## config.mk

```make
export PLATFORM = sky130hd
export DESIGN_NAME = omwo_mac
export DESIGN_NICKNAME = d
export VERILOG_FILES = /design/src/rtl/omwo_pkg.sv /design/src/rtl/omwo_mac.sv
export SDC_FILE = /design/constraint.sdc
export NUM_CORES = 2
export LEC_CHECK = 0
export BUFFER_PORTS_ARGS = -buffer_cell sky130_fd_sc_hd__buf_2
export CAP_MARGIN = 5
export CORE_MARGIN = 2
export CORE_UTILIZATION = 55
export CTS_CLUSTER_SIZE = 8
export DETAILED_ROUTE_END_ITERATION = 6
export PLACE_DENSITY = 0.82
export SLEW_MARGIN = 40
export SYNTH_ARGS = -nofsm -noshare
export SYNTH_HDL_FRONTEND = slang
export SYNTH_SLANG_ARGS = --single-unit
```

## constraint.sdc

```tcl
create_clock -name clk_i -period 5.3 [get_ports clk_i]
set_input_delay 0.265 -clock clk_i [delete_from_list [all_inputs] [get_ports clk_i]]
set_output_delay 0.265 -clock clk_i [all_outputs]
set_load 0.005 [all_outputs]
```

## src/rtl/omwo_pkg.sv

```systemverilog
// Shared types, constants and helpers for the omni-wheel odometry integrator.
// Used by omwo_cordic, omwo_mac and omni_wheel_odometry_integrator; no dependencies.
package omwo_pkg;

  // Datapath widths
  localparam int unsigned XY_W       = 34;            // CORDIC x/y/z, Q2.30 with headroom
  localparam int unsigned OPB_W      = 32;            // second multiplier operand
  localparam int unsigned ACC_W      = XY_W + OPB_W;  // full product and accumulator
  localparam int unsigned COEF_W     = 16;
  localparam int unsigned CFG_W      = 48;
  localparam int unsigned CFG_IDX_W  = 2;
  localparam int unsigned ATAN_N     = 24;
  localparam int unsigned ATAN_IDX_W = 5;

  // Default iteration count of the sine/cosine unit
  localparam int unsigned CORDIC_STEPS_DEF = 16;

  // Configuration register indexes
  localparam logic [CFG_IDX_W-1:0] REG_INV_ROW0 = 2'd0;
  localparam logic [CFG_IDX_W-1:0] REG_INV_ROW1 = 2'd1;
  localparam logic [CFG_IDX_W-1:0] REG_INV_ROW2 = 2'd2;

  // Converged CORDIC gain in Q2.30 and radians-to-binary-angle scale in Q16
  localparam logic signed [XY_W-1:0]  CORDIC_GAIN_Q30 = 34'sd652032874;
  localparam logic signed [OPB_W-1:0] RAD_TO_BAM_Q16  = 32'sd683565276;

  // Arctangent of 2^-i as a 32-bit binary angle
  localparam logic [31:0] ATAN_BAM32 [ATAN_N] = '{
    32'h20000000, 32'h12E4051E, 32'h09FB385B, 32'h051111D4, 32'h028B0D43, 32'h0145D7E1,
    32'h00A2F61E, 32'h00517C55, 32'h0028BE53, 32'h00145F2F, 32'h000A2F98, 32'h000517CC,
    32'h00028BE6, 32'h000145F3, 32'h0000A2FA, 32'h0000517D, 32'h000028BE, 32'h0000145F,
    32'h00000A30, 32'h00000518, 32'h0000028C, 32'h00000146, 32'h000000A3, 32'h00000051
  };

  // Input beat
  typedef struct packed {
    logic signed [15:0] wheel_speed_a;
    logic signed [15:0] wheel_speed_b;
    logic signed [15:0] wheel_speed_c;
    logic        [15:0] step_time;
  } omwo_in_t;

  // Result beat
  typedef struct packed {
    logic signed [31:0] pose_x;
    logic signed [31:0] pose_y;
    logic        [15:0] pose_heading;
    logic signed [15:0] local_vx;
    logic signed [15:0] local_vy;
    logic signed [15:0] local_wz;
    logic signed [15:0] world_vx;
    logic signed [15:0] world_vy;
  } omwo_out_t;

  // Sine/cosine unit result: raw x (cosine) and y (sine), and the half-turn fold
  typedef struct packed {
    logic                   flip;
    logic signed [XY_W-1:0] x;
    logic signed [XY_W-1:0] y;
  } omwo_trig_t;

  // Multiply-accumulate control for one issued product
  typedef struct packed {
    logic issue;
    logic clr;
    logic neg;
  } omwo_mac_ctl_t;

  // Saturate an accumulator value to signed 16 bits
  function automatic logic signed [15:0] sat16(input logic signed [ACC_W-1:0] v);
    logic signed [15:0] r;
    if (v > 32767) begin
      r = 16'sh7FFF;
    end else if (v < -32768) begin
      r = 16'sh8000;
    end else begin
      r = v[15:0];
    end
    return r;
  endfunction

  // Saturate a 34-bit sum to signed 32 bits
  function automatic logic signed [31:0] sat32(input logic signed [33:0] v);
    logic signed [31:0] r;
    if (v > 34'sh0_7FFF_FFFF) begin
      r = 32'sh7FFF_FFFF;
    end else if (v < -34'sh0_8000_0000) begin
      r = 32'sh8000_0000;
    end else begin
      r = v[31:0];
    end
    return r;
  endfunction

endpackage

```

## src/rtl/omwo_mac.sv

```systemverilog
// Shared multiply-accumulate unit: registered product, then accumulate or clear.
// Depends on omwo_pkg (widths, control struct).
module omwo_mac (
  input  logic                               clk_i,
  input  logic                               rst_ni,
  input  omwo_pkg::omwo_mac_ctl_t            ctl_i,
  input  logic signed [omwo_pkg::XY_W-1:0]   op_a_i,
  input  logic signed [omwo_pkg::OPB_W-1:0]  op_b_i,
  output logic signed [omwo_pkg::ACC_W-1:0]  acc_o
);
  import omwo_pkg::*;

  omwo_mac_ctl_t           ctl_q;
  logic signed [ACC_W-1:0] prod_q;
  logic signed [ACC_W-1:0] acc_q, acc_d, base;

  // Hold control alongside the product
  always_ff @(posedge clk_i or negedge rst_ni) begin
    if (!rst_ni) begin
      ctl_q <= '0;
    end else begin
      ctl_q <= ctl_i;
    end
  end

  // Register the product
  always_ff @(posedge clk_i) begin
    if (ctl_i.issue) begin
      prod_q <= ACC_W'(op_a_i) * ACC_W'(op_b_i);
    end
  end

  // Add or subtract the product into the accumulator
  always_comb begin
    base  = ctl_q.clr ? '0 : acc_q;
    acc_d = ctl_q.neg ? base - prod_q : base + prod_q;
  end

  always_ff @(posedge clk_i) begin
    if (ctl_q.issue) begin
      acc_q <= acc_d;
    end
  end

  assign acc_o = acc_q;

endmodule

```

Word-level counts from Yosys, hierarchy flattened. Index checks and enable logic that the tools add are counted.

Register bits: 135. Output and inout bits: 66.

Add/sub/neg operators: 2. $mul: 1. Mux-type cells: 2.

Operators by type and width (number): 66-bit 2-to-1 mux (2); 66-bit adder (1); 34-bit by 32-bit multiplier with 66-bit output (1); 66-bit subtractor (1).

Longest topological paths before layout.
Word-level depth: 3. Mapped depth: 29. Gate-level depth less buffers: 28.

Worst setup path before layout. No wires, ideal clock.

Path type: input -> register. Start: in op_b_i[2] in the netlist's numbering. End: reg prod_q[63] (data pin). Setup time: 258 ps. Data arrival time: 7463 ps. Path slack: -2422 ps. Stages: 21. Buffers on the path: 1. Cells stage by stage: clkbuf_1 nand2_1 inv_1 fa_1 fa_1 fa_1 fa_1 fa_1 fa_1 fa_1 fa_1 ha_1 a21oi_1 o21ai_0 or4_1 o31ai_2 o31ai_1 a311o_1 a311o_1 a21oi_1 xnor2_1.

Longest elaborated chain between the ends: 1.

Ends and longest elaborated chain: start, declared (RTL line omwo_mac.sv:8) `input logic signed [omwo_pkg::OPB_W-1:0] op_b_i,`; 34-bit by 32-bit multiplier with 66-bit output (RTL line omwo_mac.sv:29) `prod_q <= ACC_W'(op_a_i) * ACC_W'(op_b_i);`; end signal, assigned (RTL line omwo_mac.sv:29); end, declared (RTL line omwo_mac.sv:14) `logic signed [ACC_W-1:0] prod_q;`.

Every way passes these cells. A chain may end at the register's enable or synchronous reset.

Worst setup path after layout.
Start: in op_a_i[17] in the netlist's numbering. End: reg prod_q[63] (data pin).

Longest elaborated chain between the ends: 1.

Ends and longest elaborated chain: start, declared (RTL line omwo_mac.sv:7) `input logic signed [omwo_pkg::XY_W-1:0] op_a_i,`; 34-bit by 32-bit multiplier with 66-bit output (RTL line omwo_mac.sv:29).

Every way passes these cells.

==> reports/results.tsv <==
stage	metric	value	unit
routing	vias	40033	
synthesis	syn_avg_cell_area	9.394	sq um
floorplanning	dieHeight	298.7	um
setup_path	critPathLaunchType	input pin	
run	max-cap-violations	0	
floorplanning	row_count	108	
routing	post_drt_via_cell_ratio	5.912	
routing	wl_per_cell	23.05	um
global_route	antenna_found_initial	5	
cts	tritoncts	built	
setup_path	crit_path_max_incr_delay	0.64	ns
setup_path	crit_fanout	7	
setup_path	worst_setup_path_category	in -> reg	
global_route	grt_pass1_wl	231000	um
sta	maxSlewViolCount	0	
sta	setup-violations-final	56	
global_route	overall_overflow_remaining_after_global_route	0	
setup_path	worst_path_most_repeated_cell	fa_1	
synthesis	synth_top_cells_by_count	fa_1, inv_1, nand2_1, and2_1, clkbuf_1	
setup_path	timing.critical_path.required	5.50	ns
routing	detailedRoute.firstPassIterationCount	6	
setup_path	worst_path_buf_inv	6	
synthesis	netlist_instances	5086	
finish	design.final.nets	7070	
placement	post-place-cells	6623	
synthesis	synth_top_cell_area_share	47.89	%
finish	final.fill_count	5684	
synthesis	synth_most_common_cell	fa_1	
cts	h_tree_levels	4	
routing	dr_wl_met2	73490	um
routing	drc	0	
finish	stdcell_count	6772	
routing	highest-signal-layer	met5	
cts	clock_latency	0.45	ns
floorplanning	design.core.area	86480	sq um
global_route	largest_net_degree_at_the_start_of_global_routing	68	
routing	drt_iter0_markers	4213	
sta	minimum_hold_slack	0.1469	ns
setup_path	crit_path_start	op_a_i[17]	
floorplanning	chipWidth	298.7	um
cts	ctsRootBufferMaster	clkbuf_16	
synthesis	synth.cell_area	47780	sq um
cts	tritoncts.num_buffers	17	
sta	post-route-period-util	143.5	%
sta	rsz0062_at_grt	true	
cts	cts.path.max_buffers	2	
setup_path	timing.critical_path.to_type	register	
hold_path	path_type_of_the_worst_min_delay_path	in -> async	
global_route	via_count_of_the_first_global_routing_pass	43373	
routing	met1Wirelength	53280	um
routing	routed_wirelength	156100	um
sta	worst_slack	-2.304	ns
global_route	grt.total_usage	33.15	%
sta	timing.clock.skew	0.009322	ns
placement	routabilityCongestion	0.9361	
routing	ant_nets	0	
placement	placement.io_buffers	136	
sta	timing_worst_slew_pin_value	0.7146	ns
sta	finalHoldViolCount	0	
placement	pre_cts_ws	-2.746	ns
sta	fmaxAchievable	131.5	MHz
finish	syn_to_final_growth	21.30	%
synthesis	ys_seq_elements	135	
routing	route.met3.wl	17950	um
finish	stdcell_area	57950	sq um
synthesis	synth.yosys.seq_area_share	8.453	%
placement	post_dp_hpwl	111800	um
synthesis	edff_count_synth	132	
setup_path	path_delay_family	adder cells	
synthesis	async_reset_ff_share	2.222	%
synthesis	dominantRegCellSynth	edfxtp_1	
synthesis	yosys.area.top_type	fa_1	
finish	drive_gt1_share	21.43	%
sta	period_needed	7.604	ns
setup_path	slowest_cell_on_the_critical_path	fa_1	
sta	slew_headroom	52.36	%
floorplanning	design.portCount	137	
placement	post_dp_cell_area	53540	sq um
floorplanning	floorplan.die_area	89240	sq um
setup_path	r2r-start	prod_q[23]	
cts	sinks_on_the_clock_net	135	
outcome	failed_checks	negative setup slack	
floorplanning	floorplan.initialDensity	55.25	%
synthesis	ys.warnings.count	0	
setup_path	worst-endpoint-arrival	7.80	ns
synthesis	syn-num-nets	6554	
cts	clk_pin_slew	0.06	ns
outcome	outcome	finished, violations left	
synthesis	synthTopCellsByArea	fa_1, inv_1, edfxtp_1, and2_1, ha_1	
synthesis	netlist-cell-type-count	75	
[worst reg2reg max path: stages (launching register included)]
cell and delay [ns]:
edfxtp_1 0.45, or3_1 0.45, or3_1 0.37, or4_4 0.46
nor2_4 0.13, and3_4 0.21, and3_2 0.26, nor2_1 0.07
xnor2_1 0.15, ha_1 0.40, a21o_1 0.22, a21oi_1 0.25
nand2b_1 0.17, a21oi_1 0.09, o211ai_1 0.27, o2111ai_1 0.20
a311oi_1 0.26, buf_4 0.18, o21bai_1 0.06, a21oi_1 0.17
xnor2_1 0.07
[registers in the layout (all words and copies together) (netlist names)]
signal  count
acc_o      66
prod_q     66
ctl_q       3
[cell usage in the layout (no fill, tap or decap), types with 45 or more instances in the layout]
cell type / netlist / routed
fa_1: 1143 / 1051
inv_1: 1063 / 1015
nand2_1: 598 / 577
and2_1: 545 / 511
buf_4: 1 / 472
ha_1: 254 / 216
xnor2_1: 154 / 137
a21oi_1: 180 / 134
edfxtp_1: 132 / 132
nor2_1: 131 / 123
buf_6: 0 / 113
fa_2: 0 / 92
nor2b_1: 78 / 78
buf_2: 0 / 76
a21o_1: 71 / 71
buf_12: 0 / 55
o21ai_0: 80 / 50
inv_2: 0 / 45
[cells by family after synthesis]
family,Yosys count,share of synthesized area [%]
compound gates,491,6.463
xor+xnor,198,3.645
fa+ha+maj,1397,54.54
buf+inv,1325,10.42
flops,135,8.453
mux,3,0.06285
simple gates,1537,16.41
[metal layers]
metal  up-vias  GRT usage (%)
met1     19939          39.94
met2      2846          55.42
met3       935          8.506
met5         -              0
li1      16309              -
met4         4          16.63
[metrics by stage]
step	util, %	setup TNS (ns)
after CTS	65.75	-64.47
after floorplan	-	-59.96
after global placement	61.91	-103.93
after detailed placement	61.91	-109.89
final	67.01	-85.51
after global routing	67.01	-92.56
[worst paths after layout]
kind,to,slack (ns),cells past startpoint
max reg2reg,acc_o[58],0.12,20
max in group asynchronous,ctl_q[1],5.03,2
min,ctl_q[2],0.15,2
min reg2reg,acc_o[0],0.79,3
max,prod_q[63],-2.30,25
min in group clk_i,ctl_q[2],0.30,2
[layout make-up]
cell class	count	area, sq um	share of cell area, %
multi-input combinational	3626	40750	70.31
timing repair buffer	759	7121	12.29
sequential	135	4043	6.976
inverter	1063	4004	6.909
tap	1155	1445	2.494
clock buffer	18	429.2	0.7405
clock inverter	13	156.4	0.2699
antenna	3	7.507	0.01295
[repair_timing]
action	4_1_cts	5_1_grt
buffers inserted	82	34
cloned	11	1
resized for setup	479	212
pin swaps	263	183
hold buffers	3	0
endpoints found under the setup margin	60	74
endpoints found under the hold margin	5	0
Power is left out: the tool's default activity adds up to more than one toggle a clock period on the data nets, which glitch-free logic cannot reach.
